[src/design/pgpm_pkg.sv]
// pgpm_pkg: request and result types, codes, microcode program and small helpers
// for the pad grid piano note mapper. Depends on nothing.
package pgpm_pkg;

  typedef struct packed {
    logic       mode;
    logic [2:0] row;
    logic [2:0] col;
    logic [1:0] action;
    logic [2:0] button;
    logic [6:0] velocity;
  } req_t;

  typedef struct packed {
    logic [1:0] kind;
    logic [6:0] note;
    logic [6:0] level;
    logic [2:0] cell_row;
    logic [2:0] cell_col;
    logic       last;
  } rsp_t;

  localparam logic       MODE_PAD     = 1'b0;
  localparam logic       MODE_MENU    = 1'b1;
  localparam logic [1:0] ACT_PRESS    = 2'd0;
  localparam logic [1:0] ACT_RELEASE  = 2'd1;
  localparam logic [1:0] ACT_UNUSED   = 2'd3;
  localparam logic [1:0] KIND_STOP    = 2'd1;
  localparam logic [2:0] BTN_OCT_UP   = 3'd0;
  localparam logic [2:0] BTN_OCT_DOWN = 3'd1;
  localparam logic [2:0] BTN_TR_UP    = 3'd2;
  localparam logic [2:0] BTN_TR_DOWN  = 3'd3;

  localparam logic [2:0] OCT_RESET    = 3'd4;
  localparam logic [2:0] OCT_MAX      = 3'd7;
  localparam logic [3:0] TR_RESET     = 4'd0;
  localparam logic [3:0] TR_MAX       = 4'd11;
  localparam logic [7:0] NOTE_LIMIT   = 8'd128;
  localparam logic [7:0] NOTE_TOP     = 8'd127;
  localparam logic [2:0] ROW_FIRST    = 3'd7;
  localparam logic [2:0] ROW_LAST     = 3'd1;
  localparam logic [2:0] COL_LAST     = 3'd6;
  localparam logic [5:0] CELL_LAST    = 6'd63;

  typedef enum logic [3:0] {
    OP_NOP,
    OP_BINIT,
    OP_BWHITE,
    OP_BBLACK,
    OP_BSTEP,
    OP_LATCH,
    OP_DECODE,
    OP_SINIT,
    OP_STEST,
    OP_SEMIT,
    OP_SNEXT,
    OP_COMMIT,
    OP_PREAD,
    OP_PEMIT
  } op_t;

  typedef enum logic [3:0] {
    C_NEXT,
    C_ALWAYS,
    C_NO_REQ,
    C_PAD_HIT,
    C_NO_CHANGE,
    C_NO_HIT,
    C_OUT_BUSY,
    C_MORE_CELLS,
    C_MORE_KEYS
  } cond_t;

  typedef logic [3:0] upc_t;

  typedef struct packed {
    op_t   op;
    cond_t cond;
    upc_t  target;
  } uword_t;

  typedef struct packed {
    logic req;
    logic pad_hit;
    logic no_change;
    logic no_hit;
    logic out_busy;
    logic more_cells;
    logic more_keys;
  } status_t;

  localparam upc_t PC_BUILD = 4'd0;
  localparam upc_t PC_BWHITE = 4'd1;
  localparam upc_t PC_IDLE  = 4'd4;
  localparam upc_t PC_STEST = 4'd8;
  localparam upc_t PC_SEMIT = 4'd9;
  localparam upc_t PC_SNEXT = 4'd10;
  localparam upc_t PC_PREAD = 4'd12;
  localparam upc_t PC_PEMIT = 4'd13;

  function automatic uword_t ucode(upc_t pc);
    uword_t w;
    case (pc)
      4'd0:    w = '{OP_BINIT,  C_NEXT,       PC_BUILD};
      4'd1:    w = '{OP_BWHITE, C_NEXT,       PC_BUILD};
      4'd2:    w = '{OP_BBLACK, C_NEXT,       PC_BUILD};
      4'd3:    w = '{OP_BSTEP,  C_MORE_KEYS,  PC_BWHITE};
      4'd4:    w = '{OP_LATCH,  C_NO_REQ,     PC_IDLE};
      4'd5:    w = '{OP_DECODE, C_PAD_HIT,    PC_PREAD};
      4'd6:    w = '{OP_NOP,    C_NO_CHANGE,  PC_IDLE};
      4'd7:    w = '{OP_SINIT,  C_NEXT,       PC_BUILD};
      4'd8:    w = '{OP_STEST,  C_NO_HIT,     PC_SNEXT};
      4'd9:    w = '{OP_SEMIT,  C_OUT_BUSY,   PC_SEMIT};
      4'd10:   w = '{OP_SNEXT,  C_MORE_CELLS, PC_STEST};
      4'd11:   w = '{OP_COMMIT, C_ALWAYS,     PC_BUILD};
      4'd12:   w = '{OP_PREAD,  C_NEXT,       PC_BUILD};
      4'd13:   w = '{OP_PEMIT,  C_OUT_BUSY,   PC_PEMIT};
      4'd14:   w = '{OP_NOP,    C_ALWAYS,     PC_IDLE};
      default: w = '{OP_NOP,    C_ALWAYS,     PC_BUILD};
    endcase
    return w;
  endfunction

  // semitone has a black key right above it
  function automatic logic black_follows(logic [3:0] m);
    return (m == 4'd0) || (m == 4'd2) || (m == 4'd5) || (m == 4'd7) || (m == 4'd9);
  endfunction

  function automatic logic is_black(logic [3:0] m);
    return (m == 4'd1) || (m == 4'd3) || (m == 4'd6) || (m == 4'd8) || (m == 4'd10);
  endfunction

  function automatic logic [3:0] mod12_inc(logic [3:0] m);
    return (m == TR_MAX) ? 4'd0 : 4'(m + 4'd1);
  endfunction

  function automatic logic [3:0] tr_up(logic [3:0] tr);
    logic [3:0] t;
    t = 4'(tr + 4'd1);
    if (t > TR_MAX) begin
      t = TR_RESET;
    end else if (is_black(t)) begin
      t = 4'(t + 4'd1);
    end
    return t;
  endfunction

  function automatic logic [3:0] tr_down(logic [3:0] tr);
    logic [3:0] t;
    if (tr == 4'd0) begin
      t = TR_MAX;
    end else begin
      t = 4'(tr - 4'd1);
      if (is_black(t)) begin
        t = 4'(t - 4'd1);
      end
    end
    return t;
  endfunction

endpackage

[src/design/pgpm_ram.sv]
// pgpm_ram: generic single port write, single port read RAM with registered read.
// Standalone, no package dependency.
module pgpm_ram #(
  parameter int WIDTH = 8,
  parameter int DEPTH = 32
) (
  input  logic                     clk,
  input  logic                     we,
  input  logic [$clog2(DEPTH)-1:0] waddr,
  input  logic [WIDTH-1:0]         wdata,
  input  logic [$clog2(DEPTH)-1:0] raddr,
  output logic [WIDTH-1:0]         rdata
);

  logic [WIDTH-1:0] mem [DEPTH];

  always_ff @(posedge clk) begin
    if (we) begin
      mem[waddr] <= wdata;
    end
    rdata <= mem[raddr];
  end

endmodule

[src/design/pgpm_useq.sv]
// pgpm_useq: microcode step counter with conditional jumps.
// Depends on pgpm_pkg for the control word, the program and the status struct.
module pgpm_useq (
  input  logic             clk,
  input  logic             rst,
  input  pgpm_pkg::status_t status,
  output pgpm_pkg::op_t     op
);

  pgpm_pkg::upc_t   pc;
  pgpm_pkg::upc_t   pc_next;
  pgpm_pkg::uword_t uw;
  logic             take;

  assign uw = pgpm_pkg::ucode(pc);
  assign op = uw.op;

  always_comb begin
    case (uw.cond)
      pgpm_pkg::C_NEXT:       take = 1'b0;
      pgpm_pkg::C_ALWAYS:     take = 1'b1;
      pgpm_pkg::C_NO_REQ:     take = !status.req;
      pgpm_pkg::C_PAD_HIT:    take = status.pad_hit;
      pgpm_pkg::C_NO_CHANGE:  take = status.no_change;
      pgpm_pkg::C_NO_HIT:     take = status.no_hit;
      pgpm_pkg::C_OUT_BUSY:   take = status.out_busy;
      pgpm_pkg::C_MORE_CELLS: take = status.more_cells;
      pgpm_pkg::C_MORE_KEYS:  take = status.more_keys;
      default:                take = 1'b0;
    endcase
  end

  assign pc_next = take ? uw.target : pgpm_pkg::upc_t'(pc + 4'd1);

  always_ff @(posedge clk) begin
    if (rst) begin
      pc <= pgpm_pkg::PC_BUILD;
    end else begin
      pc <= pc_next;
    end
  end

endmodule

[src/design/pgpm_datapath.sv]
// pgpm_datapath: settings, cell flags, white key note RAM and result register,
// driven one operation per cycle by the sequencer. Depends on pgpm_pkg, pgpm_ram.
module pgpm_datapath (
  input  logic              clk,
  input  logic              rst,
  input  pgpm_pkg::op_t     op,
  output pgpm_pkg::status_t status,
  input  logic              req_valid,
  output logic              req_ready,
  input  pgpm_pkg::req_t    req_data,
  output logic              rsp_valid,
  input  logic              rsp_ready,
  output pgpm_pkg::rsp_t    rsp_data
);

  logic [2:0]     oct;
  logic [3:0]     tr;
  logic [3:0]     bdown;
  logic [2:0]     oct_new;
  logic [3:0]     tr_new;
  logic           chg;
  logic [63:0]    has;
  logic [63:0]    held;
  pgpm_pkg::req_t req;
  logic [2:0]     brow;
  logic [2:0]     bcol;
  logic [7:0]     note_acc;
  logic [3:0]     m;
  logic [5:0]     idx;

  logic [7:0]     base;
  logic [5:0]     wcell;
  logic [5:0]     bcell;
  logic [5:0]     pcell;
  logic           ram_we;
  logic [4:0]     ram_raddr;
  logic [6:0]     ram_rdata;
  logic           pad_side;
  logic [2:0]     look_row;
  logic [6:0]     look_note;
  logic           out_busy;
  logic           emit;

  logic           menu_ok;
  logic [3:0]     own;
  logic [3:0]     partner;
  logic [3:0]     bd_pressed;
  logic           both;
  logic [2:0]     oct_calc;
  logic [3:0]     tr_calc;
  logic [63:0]    left_after;

  assign base  = 8'({oct, 3'b000}) + 8'({oct, 2'b00}) + 8'(tr);
  assign wcell = {brow, bcol};
  assign bcell = {3'(brow - 3'd1), bcol};
  assign pcell = {req.row, req.col};

  assign ram_we = (op == pgpm_pkg::OP_BWHITE) && (note_acc < pgpm_pkg::NOTE_LIMIT);

  // black rows read the white key below them, one semitone up
  assign pad_side  = (op == pgpm_pkg::OP_PREAD) || (op == pgpm_pkg::OP_PEMIT);
  assign ram_raddr = pad_side ? {req.row[2:1], req.col} : {idx[5:4], idx[2:0]};
  assign look_row  = pad_side ? req.row : idx[5:3];
  assign look_note = 7'(ram_rdata + {6'd0, !look_row[0]});

  pgpm_ram #(
    .WIDTH(7),
    .DEPTH(32)
  ) u_notes (
    .clk  (clk),
    .we   (ram_we),
    .waddr({brow[2:1], bcol}),
    .wdata(note_acc[6:0]),
    .raddr(ram_raddr),
    .rdata(ram_rdata)
  );

  // menu decode
  always_comb begin
    case (req.button)
      pgpm_pkg::BTN_OCT_UP:   begin own = 4'b0001; partner = 4'b0010; end
      pgpm_pkg::BTN_OCT_DOWN: begin own = 4'b0010; partner = 4'b0001; end
      pgpm_pkg::BTN_TR_UP:    begin own = 4'b1000; partner = 4'b0100; end
      pgpm_pkg::BTN_TR_DOWN:  begin own = 4'b0100; partner = 4'b1000; end
      default:                begin own = 4'b0000; partner = 4'b0000; end
    endcase
  end

  assign menu_ok    = (req.mode == pgpm_pkg::MODE_MENU) && !req.button[2];
  assign bd_pressed = bdown | own;
  assign both       = |(bd_pressed & partner);

  always_comb begin
    oct_calc = oct;
    tr_calc  = tr;
    if (both) begin
      if (req.button[1]) begin
        tr_calc = pgpm_pkg::TR_RESET;
      end else begin
        oct_calc = pgpm_pkg::OCT_RESET;
      end
    end else begin
      case (req.button)
        pgpm_pkg::BTN_OCT_UP: begin
          if (oct != pgpm_pkg::OCT_MAX) oct_calc = 3'(oct + 3'd1);
        end
        pgpm_pkg::BTN_OCT_DOWN: begin
          if (oct != 3'd0) oct_calc = 3'(oct - 3'd1);
        end
        pgpm_pkg::BTN_TR_UP:   tr_calc = pgpm_pkg::tr_up(tr);
        pgpm_pkg::BTN_TR_DOWN: tr_calc = pgpm_pkg::tr_down(tr);
        default: begin
          oct_calc = oct;
          tr_calc  = tr;
        end
      endcase
    end
  end

  assign left_after = has & held & ~(64'd1 << idx);

  assign out_busy  = rsp_valid && !rsp_ready;
  assign emit      = ((op == pgpm_pkg::OP_SEMIT) || (op == pgpm_pkg::OP_PEMIT)) && !out_busy;
  assign req_ready = (op == pgpm_pkg::OP_LATCH);

  assign status.req        = req_valid;
  assign status.pad_hit    = (req.mode == pgpm_pkg::MODE_PAD) && has[pcell]
                             && (req.action != pgpm_pkg::ACT_UNUSED);
  assign status.no_change  = !chg;
  assign status.no_hit     = !(has[idx] && held[idx]);
  assign status.out_busy   = out_busy;
  assign status.more_cells = (idx != pgpm_pkg::CELL_LAST);
  assign status.more_keys  = !((brow == pgpm_pkg::ROW_LAST) && (bcol == pgpm_pkg::COL_LAST));

  always_ff @(posedge clk) begin
    if (rst) begin
      oct       <= pgpm_pkg::OCT_RESET;
      tr        <= pgpm_pkg::TR_RESET;
      bdown     <= 4'd0;
      chg       <= 1'b0;
      has       <= '0;
      held      <= '0;
      rsp_valid <= 1'b0;
    end else begin
      if (emit) begin
        rsp_valid <= 1'b1;
      end else if (rsp_ready) begin
        rsp_valid <= 1'b0;
      end
      case (op)
        pgpm_pkg::OP_BINIT: begin
          has  <= '0;
          held <= '0;
        end
        pgpm_pkg::OP_BWHITE: begin
          if (note_acc < pgpm_pkg::NOTE_LIMIT) has[wcell] <= 1'b1;
        end
        pgpm_pkg::OP_BBLACK: begin
          if (note_acc < pgpm_pkg::NOTE_TOP && pgpm_pkg::black_follows(m)) has[bcell] <= 1'b1;
        end
        pgpm_pkg::OP_DECODE: begin
          chg <= 1'b0;
          if (menu_ok && req.action == pgpm_pkg::ACT_PRESS) begin
            bdown <= bd_pressed;
            chg   <= (oct_calc != oct) || (tr_calc != tr);
          end else if (menu_ok && req.action == pgpm_pkg::ACT_RELEASE) begin
            bdown <= bdown & ~own;
          end
        end
        pgpm_pkg::OP_SEMIT: begin
          if (!out_busy) held[idx] <= 1'b0;
        end
        pgpm_pkg::OP_PEMIT: begin
          if (!out_busy) held[pcell] <= (req.action != pgpm_pkg::ACT_RELEASE);
        end
        pgpm_pkg::OP_COMMIT: begin
          oct <= oct_new;
          tr  <= tr_new;
        end
        default: begin
          chg <= chg;
        end
      endcase
    end
  end

  // payload registers
  always_ff @(posedge clk) begin
    case (op)
      pgpm_pkg::OP_BINIT: begin
        note_acc <= base;
        m        <= tr;
        brow     <= pgpm_pkg::ROW_FIRST;
        bcol     <= 3'd0;
      end
      pgpm_pkg::OP_BBLACK: begin
        if (note_acc < pgpm_pkg::NOTE_TOP && pgpm_pkg::black_follows(m)) begin
          note_acc <= 8'(note_acc + 8'd1);
          m        <= pgpm_pkg::mod12_inc(m);
        end
      end
      pgpm_pkg::OP_BSTEP: begin
        note_acc <= 8'(note_acc + 8'd1);
        m        <= pgpm_pkg::mod12_inc(m);
        if (bcol == pgpm_pkg::COL_LAST) begin
          bcol <= 3'd0;
          brow <= 3'(brow - 3'd2);
        end else begin
          bcol <= 3'(bcol + 3'd1);
        end
      end
      pgpm_pkg::OP_LATCH: begin
        if (req_valid) req <= req_data;
      end
      pgpm_pkg::OP_DECODE: begin
        oct_new <= oct_calc;
        tr_new  <= tr_calc;
      end
      pgpm_pkg::OP_SINIT: begin
        idx <= 6'd0;
      end
      pgpm_pkg::OP_SNEXT: begin
        idx <= 6'(idx + 6'd1);
      end
      pgpm_pkg::OP_SEMIT: begin
        if (!out_busy) begin
          rsp_data.kind     <= pgpm_pkg::KIND_STOP;
          rsp_data.note     <= look_note;
          rsp_data.level    <= 7'd0;
          rsp_data.cell_row <= idx[5:3];
          rsp_data.cell_col <= idx[2:0];
          rsp_data.last     <= (left_after == 64'd0);
        end
      end
      pgpm_pkg::OP_PEMIT: begin
        if (!out_busy) begin
          rsp_data.kind     <= req.action;
          rsp_data.note     <= look_note;
          rsp_data.level    <= (req.action == pgpm_pkg::ACT_RELEASE) ? 7'd0 : req.velocity;
          rsp_data.cell_row <= req.row;
          rsp_data.cell_col <= req.col;
          rsp_data.last     <= 1'b1;
        end
      end
      default: begin
        m <= m;
      end
    endcase
  end

endmodule

[src/design/pad_grid_piano_note_mapper.sv]
// pad_grid_piano_note_mapper: top level, sequencer plus datapath.
// Depends on pgpm_pkg, pgpm_useq, pgpm_datapath.
//
// Requests come in on req_valid/req_ready/req_data (pad or menu button events);
// results leave on rsp_valid/rsp_ready/rsp_data, with last set on the final
// result of a request. One request is worked at a time by a microcoded sequencer.
// After reset the layout for octave 4, transpose 0 is built before req_ready
// first rises, in one pass over the 28 white keys with a white note, a black
// note and a next key step each. A pad event on a note cell goes through the
// latch, decode, note read and emit steps; its result is registered in the
// emit step. A menu event with no effect, or a pad event that hits no note,
// goes back to the latch step after decode. A setting change scans all 64
// cells, a test and a next step per cell plus an emit step for a held cell,
// then commits the new settings and rebuilds the layout.
// Results sit in one output register; while the receiver stalls the sequencer
// waits on that register and no work or request is lost.
module pad_grid_piano_note_mapper (
  input  logic           clk,
  input  logic           rst,
  input  logic           req_valid,
  output logic           req_ready,
  input  pgpm_pkg::req_t req_data,
  output logic           rsp_valid,
  input  logic           rsp_ready,
  output pgpm_pkg::rsp_t rsp_data
);

  pgpm_pkg::op_t     op;
  pgpm_pkg::status_t status;

  pgpm_useq u_useq (
    .clk   (clk),
    .rst   (rst),
    .status(status),
    .op    (op)
  );

  pgpm_datapath u_dp (
    .clk      (clk),
    .rst      (rst),
    .op       (op),
    .status   (status),
    .req_valid(req_valid),
    .req_ready(req_ready),
    .req_data (req_data),
    .rsp_valid(rsp_valid),
    .rsp_ready(rsp_ready),
    .rsp_data (rsp_data)
  );

endmodule
[config.mk]
export PLATFORM = sky130hd
export DESIGN_NAME = pad_grid_piano_note_mapper
export DESIGN_NICKNAME = d
export VERILOG_FILES = /design/src/design/pgpm_pkg.sv /design/src/design/pgpm_ram.sv /design/src/design/pgpm_useq.sv /design/src/design/pgpm_datapath.sv /design/src/design/pad_grid_piano_note_mapper.sv
export SDC_FILE = /design/constraint.sdc
export NUM_CORES = 1
export LEC_CHECK = 0
export ABC_AREA = 1
export BUFFER_PORTS_ARGS = -buffer_cell sky130_fd_sc_hd__buf_4
export CAP_MARGIN = 20
export CELL_PAD_IN_SITES_DETAIL_PLACEMENT = 0
export CELL_PAD_IN_SITES_GLOBAL_PLACEMENT = 2
export CORE_MARGIN = 2
export CORE_UTILIZATION = 39
export CTS_CLUSTER_SIZE = 16
export DETAILED_ROUTE_END_ITERATION = 8
export PLACE_DENSITY = 0.76
export SLEW_MARGIN = 20
export SYNTH_ARGS = -nofsm -noshare
export SYNTH_HDL_FRONTEND = slang
export SYNTH_SLANG_ARGS = --single-unit
[constraint.sdc]
create_clock -name clk -period 3.5 [get_ports clk]
set_clock_uncertainty 0.05 [all_clocks]
set_input_delay 0.7 -clock clk [delete_from_list [all_inputs] [get_ports clk]]
set_output_delay 0.7 -clock clk [all_outputs]
set_load 0.05 [all_outputs]
# After elaboration in Yosys (flattened, before gate mapping)
# Memories as Yosys holds them, arrays and structs flattened. A register that Yosys moved wholly into a read port is not among the register bits.
# Cells that the tools add are included.
# op_classes
muxes,61
n_eq_ne,52
order_cmp,11
bitwise_logic,12
reduce_logical,60
shift,1
n_addsub,16
# op_table
op,count
64-bit one-hot mux with 3 select lines,2
64-bit 2-to-1 mux,4
64-bit AND,3
64-bit inverter,2
64-bit bitwise OR,2
64-bit bitwise mux,1
64-bit logical NOT,1
1-bit by 6-bit left shift with 64-bit output (first input constant),1
4-bit by 3-bit equality test with 1-bit output (second input constant),12
4-bit equality test (second input constant),12
4-bit 2-to-1 mux,12
23-bit 2-to-1 mux,2
23-bit one-hot mux with 2 select lines,1
4-bit one-hot mux with 4 select lines,2
4-bit by 2-bit equality test with 1-bit output (second input constant),7
6-bit by 7-bit < comparator with 1-bit output (second input constant),4
1-bit demux with 6-bit select,4
6-bit by 1-bit >= comparator with 1-bit output (second input constant),4
8-bit one-hot mux with 3 select lines,1
1-bit binary-select mux with 6-bit select,3
3-bit 2-to-1 mux,6
3-bit one-hot mux with 2 select lines,3
4-bit by 1-bit adder with 4-bit output (second input constant),4
4-bit by 1-bit equality test with 1-bit output (second input constant),4
45 further kinds,116
# word_totals
output_inout_bits,25
ram_bits,224
in_bits,23
regBits,218
word_cells,242
romBits,192
n_memories,2
# memory_table
memory,words,word_bits,read_ports,rd_clocked_by_memory_dff,write_ports,line,source
u_dp.u_notes.mem,32,7,1,1,1,pgpm_ram.sv:15,logic [WIDTH-1:0] mem [DEPTH];
(name not given),16,12,1,1,0,pgpm_pkg.sv:103,case (pc)

# Depth between registers and ports, before layout
# logic_depth
depth_word,13
depth_mapped,25
mapped_depth_nobuf,23

# Modules after synthesis
# From an unflattened synthesis, not the netlist that was laid out.
# unflattened
hier_cells,2692
area_unflattened_um2,23298.6
# modules_own_cells
mod,area_per_inst_um2,n_inst,seq_area_each_um2,cells_each
pgpm_datapath,12898.6,1,4984.8,1756
pgpm_ram,9416.5,1,6866.6,813
pgpm_useq,983.4,1,320.3,123

# Least setup slack after synthesis
# OpenSTA, ideal clock, no wires.
# synth_path
kind,register to register
from,"register, netlist name u_useq.uw[8]"
to,register u_dp.held[60]
path_buffers,2
t_arrival_ns,2.441
slack_ns,0.877
period_less_slack_ns,2.623
path_stages_with_launch,14
setup_ns,0.132
required_time_ns,3.318
cell_sequence,dfxtp_1 -> inv_1 -> nor2_1 -> inv_1 -> nor2_1 -> inv_2 -> a21oi_2 -> inv_1 -> nand2_1 -> buf_2 -> buf_2 -> o21ai_0 -> o21ai_0 -> a21oi_1
# synth_via
elab_chain_cells,3
elab_cells_between_ends,8
cone_classes,eq/ne (5); mux (1); reduce/logical (2)
# synth_rtl
element,line,source
4-bit equality test or 4-bit by 1-bit equality test with 1-bit output (tied branches),pgpm_datapath.sv:150,case (op)
2-bit != test (no line) or 3-bit nonzero test (tied branches),--,
3-bit AND reduction (no line),--,
"to (signal, indexed assignment)",pgpm_datapath.sv:174,if (!out_busy) held[pcell] <= (req.action != pgpm_pkg::ACT_RELEASE);
to (decl),pgpm_datapath.sv:23,logic [63:0] held;
# Several ways; a longest one is shown, not always the timed one.
# A chain may end at the register's enable or synchronous reset.

# Worst setup path after layout
# layout_path
from,"register u_dp.req, in the netlist u_dp.pcell[0]"
to,"register, netlist name u_useq.uw[8]"
# layout_via
elab_chain_cells,7
# layout_rtl
element,line,source
from (decl),pgpm_datapath.sv:24,pgpm_pkg::req_t req;
from (signal assigned),pgpm_datapath.sv:213,if (req_valid) req <= req_data;
1-bit binary-select mux with 6-bit select,pgpm_datapath.sv:127,assign status.pad_hit = (req.mode == pgpm_pkg::MODE_PAD) && has[pcell]
1-bit 2-to-1 mux (not written as such),pgpm_datapath.sv:127,
1-bit logical AND,pgpm_datapath.sv:127,
1-bit logical AND,pgpm_datapath.sv:128,&& (req.action != pgpm_pkg::ACT_UNUSED);
1-bit one-hot mux with 8 select lines,pgpm_useq.sv:19,case (uw.cond)
4-bit 2-to-1 mux,pgpm_useq.sv:33,assign pc_next = take ? uw.target : pgpm_pkg::upc_t'(pc + 4'd1);
4-bit 2-to-1 mux (no line),--,
# Every way passes these cells. The select of a mux whose other input is x is not followed.

==> Flow_metrics.wiki <==
{| class="wikitable"
! Metric !! Value
|-
| Ratio of cells with drive above 1 in the final layout || 9.38%
|-
| Min-Delay Startpoint || req_data[0]
|-
| Slew of the pin with the lowest slew margin || 1.01 ns
|-
| Post-DR vias/cell || 5.59
|-
| Data required, critical path || 3.97 ns
|-
| CTS Root Cell || clkbuf_16
|-
| Count of inserted antenna diode cells || 0
|-
| Register-to-register setup slack || 0.37 ns
|-
| Initial Util || 39.3%
|-
| Unrepaired setup endpoints after global routing || no
|-
| Biggest area consumer among synthesized cells || edfxtp_1
|-
| Crit path arrival time || 3.60 ns
|-
| Time the worst path needs with I/O delays and setup || 3.13 ns
|-
| Leading cell types by total area after synthesis || edfxtp_1 (38%), dfxtp_1 (14%), nand2_1 (11%)
|-
| Maximum vdd drop || 458 uV
|-
| CTS Buf Count || 52
|-
| Critical Path Fanout Max || 19
|-
| Maximum Capacitance Violations || 0
|-
| Register area share after synthesis || 51.7%
|-
| Capture point of the worst reg-to-reg path || u_useq.uw[8]$_DFF_P_
|-
| Most frequent cell after synthesis || nand2_1
|-
| Result of the run || finished, final reports clean
|-
| Vias in the first global route || 19726
|-
| Wire length per cell || 23.0 um
|-
| H-tree depth || 2
|-
| Critical register-to-register path startpoint || u_dp.pcell[0]$_DFFE_PP_
|-
| Number of warnings issued by yosys || 0
|-
| FF+latch count, synth || 460
|-
| Width of the chip || 250 um
|-
| Post-layout nets || 3006
|-
| Full die area || 0.0624 mm2
|-
| Residual antenna-violating net count after detailed routing || 0
|-
| DRC violation count after routing || 0
|-
| Setup violations, final || 0
|-
| Number of hold buffers added after cts || 0
|-
| Antenna violations before repair || 2
|-
| Avg Synthesized Cell Area || 8.19 um2
|-
| Sum of routed wire length over all layers || 86.5 mm
|-
| CTS clk-pin slew, worst paths || 0.06 ns
|-
| P per Cell Area || 650 mW/mm2
|-
| Post-Synthesis Cell Area || 0.0236 mm2
|-
| Most used flip-flop cell after synthesis || edfxtp_1
|-
| Routed via count || 21056
|-
| HPWL reported at the end of detailed placement || 59.7 mm
|-
| Most instantiated cells after synthesis || nand2_1 (709), nor2_1 (340), edfxtp_1 (296)
|-
| Layout overhead on the synthesized area || 14.5%
|-
| Final cell utilization of the core || 44.9%
|-
| Number of placed I/O pins || 48
|-
| Reported leakage power || 10.1 nW
|-
| Buffers inserted by post-CTS timing repair || 0
|-
| First-pass GRT wire length || 128 mm
|-
| Path category of the worst min-delay check || input pin to flop
|-
| Number of iterations in the first detailed-routing pass || 5
|-
| DRC marker count from the first detailed-route iteration || 2176
|-
| Area of the core || 0.0600 mm2
|-
| R2r worst-path depth || 18
|-
| Async set or reset register ratio after synthesis || 0%
|-
| Synth top area share || 37.7%
|-
| Capturing element type of the critical path || flop
|-
| Type of the worst setup path || flop to flop
|-
| Total clock sinks || 460
|-
| WHS Endpoint || u_dp.req[0]$_DFFE_PP_
|-
| Top achievable clock speed || 320 MHz
|-
| Final hold violations || 0
|-
| Nets in the synthesized netlist || 2940
|-
| Overall global routing resource usage || 27.3%
|-
| Final total negative setup slack || 0 ns
|-
| Row count || 90
|-
| Port bufs || 47
|-
| Routability congestion estimate from global placement || 0.916
|-
| Maximum number of pins on one net before global-route repair || 93
|-
| Worst Setup Start Kind || flop
|-
| Die boundary height || 250 um
|-
| Worst slew margin relative to its limit || 32.9%
|-
| Clock buffer depth || 3
|-
| Final worst hold slack || 0.197 ns
|-
| Number of distinct library cells after synthesis || 50
|-
| Synthesized netlist cell count || 2876
|-
| Fin crit share || 89.3%
|-
| Count of flip-flops with a built-in enable after synthesis || 296
|-
| Final-report max-slew violation count || 0
|-
| Overflow left after global routing || 0
|-
| Post-CTS resize count || 0
|-
| Clock latency on the worst-skew pair || 0.64 ns
|-
| Worst hold stages || 1
|-
| TritonCTS clock tree || done
|}
sequential cells by signal, indices dropped and copies added, names as in the netlist, named ones only:
register / cells
u_dp.bcol: 3
u_dp.brow: 2
u_dp.chg: 1
u_dp.has: 64
u_dp.held: 64
u_dp.idx: 6
u_dp.m: 4
u_dp.note_acc: 8
u_dp.oct: 3
u_dp.oct_new: 3
u_dp.pcell: 6
u_dp.req: 13
u_dp.rsp_data: 23
u_dp.rsp_valid: 1
u_dp.tr: 4
u_dp.tr_new: 4
u_dp.u_notes.mem: 224
u_dp.u_notes.rdata: 7
u_useq.pc: 4
u_useq.uw: 12
metal layers:
layer  wire [um]  vias up  global-route usage [%]
li1            -     9994                       -
met1       42500    10170                    42.4
met2       35100      779                    38.6
met3        6850      113                    4.97
met4        2030        0                    6.78
met5           0        -                       0
worst max-delay path, stage by stage (launching register included):
cell and delay (ns):
edfxtp_1 0.45, inv_2 0.31, buf_4 0.23, nand2_1 0.06, nand3_1 0.10, nand4_1 0.10
nand2_1 0.07, nand2_1 0.05, nor2_1 0.09, nand2_1 0.23, a21oi_4 0.29, nand2_2 0.13
nand2_1 0.08, nand3_1 0.09, ha_1 0.35, inv_1 0.09, nand4_1 0.09, nand3_1 0.11
nand2_1 0.06
report_power, final:
group	total [mW]	internal, mW	switching [mW]
Clock	5.42	3.14	2.28
Sequential	6.83	6.58	0.254
Combinational	5.27	1.42	3.85
cells by family (layout without fill, tap and decap cells):
kind of cell               after synthesis  after routing  share of synthesized area (%)
xor gates and xnor gates                19             19                          0.706
DFF                                    460            460                           51.7
buffers and inverters                  380            488                           6.50
and+or+nand+nor                       1284           1284                           22.5
adders and majority gates               41             41                           2.24
AOI/OAI and AO/OA                      692            692                           16.4
cell type report:
cell class                      instances  area, um2
Clock buffer                           76       1430
Multi-Input combinational cell       2036       9910
Tap cell                              782        978
Inverter                              221        830
Timing Repair Buffer                  171       1400
Fill cell                            5957      33000
Sequential cell                       460      12200
Clock inverter                         20        249
placed cells by master, fill, tap and decap left out, types with 3 or more instances in the layout:
| master | count |
|---|---|
| bufinv_16 | 4 |
| nor4_1 | 10 |
| a32o_1 | 3 |
| o221ai_1 | 41 |
| o21ai_0 | 285 |
| nand3_1 | 98 |
| clkbuf_1 | 21 |
| nor3_1 | 22 |
| ha_1 | 39 |
| nor2_1 | 338 |
| a21oi_1 | 221 |
| edfxtp_1 | 296 |
| a211oi_1 | 8 |
| nand2_1 | 706 |
| o211ai_1 | 43 |
| o21ai_1 | 43 |
| a31oi_1 | 8 |
| nor2_2 | 7 |
| clkbuf_16 | 53 |
| o2111ai_1 | 8 |
| o22ai_1 | 18 |
| nand2_2 | 7 |
| clkinv_2 | 3 |
| nand2_4 | 3 |
| inv_1 | 206 |
| inv_2 | 14 |
| clkinv_1 | 11 |
| dfxtp_1 | 164 |
| buf_4 | 162 |
| xnor2_1 | 5 |
| nand4_1 | 80 |
| buf_12 | 9 |
| xor2_1 | 14 |
worst max-delay path by stage:
stage / start / slack, ns / to
2_1_floorplan: u_useq.uw[8]$_DFF_P_ / 0.88 / u_dp.held[60]$_SDFFE_PP0P_
4_1_cts: u_dp.idx[0]$_SDFFCE_PN0P_ / 0.44 / u_useq.uw[8]$_DFF_P_
3_3_place_gp: u_dp.pcell[0]$_DFFE_PP_ / 0.44 / u_useq.uw[8]$_DFF_P_
5_1_grt: u_dp.idx[0]$_SDFFCE_PN0P_ / 0.17 / u_useq.uw[8]$_DFF_P_
3_5_place_dp: u_dp.idx[0]$_SDFFCE_PN0P_ / 0.42 / u_useq.uw[8]$_DFF_P_
6_report: u_dp.pcell[0]$_DFFE_PP_ / 0.37 / u_useq.uw[8]$_DFF_P_
per-stage QoR:
step	worst slack (ns)	cells	total power, mW	instance area (um2)
final	0.374	3766	17.5	27000
after global routing	0.172	3766	18.4	27000
after CTS	0.439	3766	17.6	27000
after detailed placement	0.417	3670	12.2	25300
after global placement	0.435	3670	12.1	25300
after floorplan	0.877	2876	10.2	23600
No activity file was read; power rests on OpenSTA's default activity.
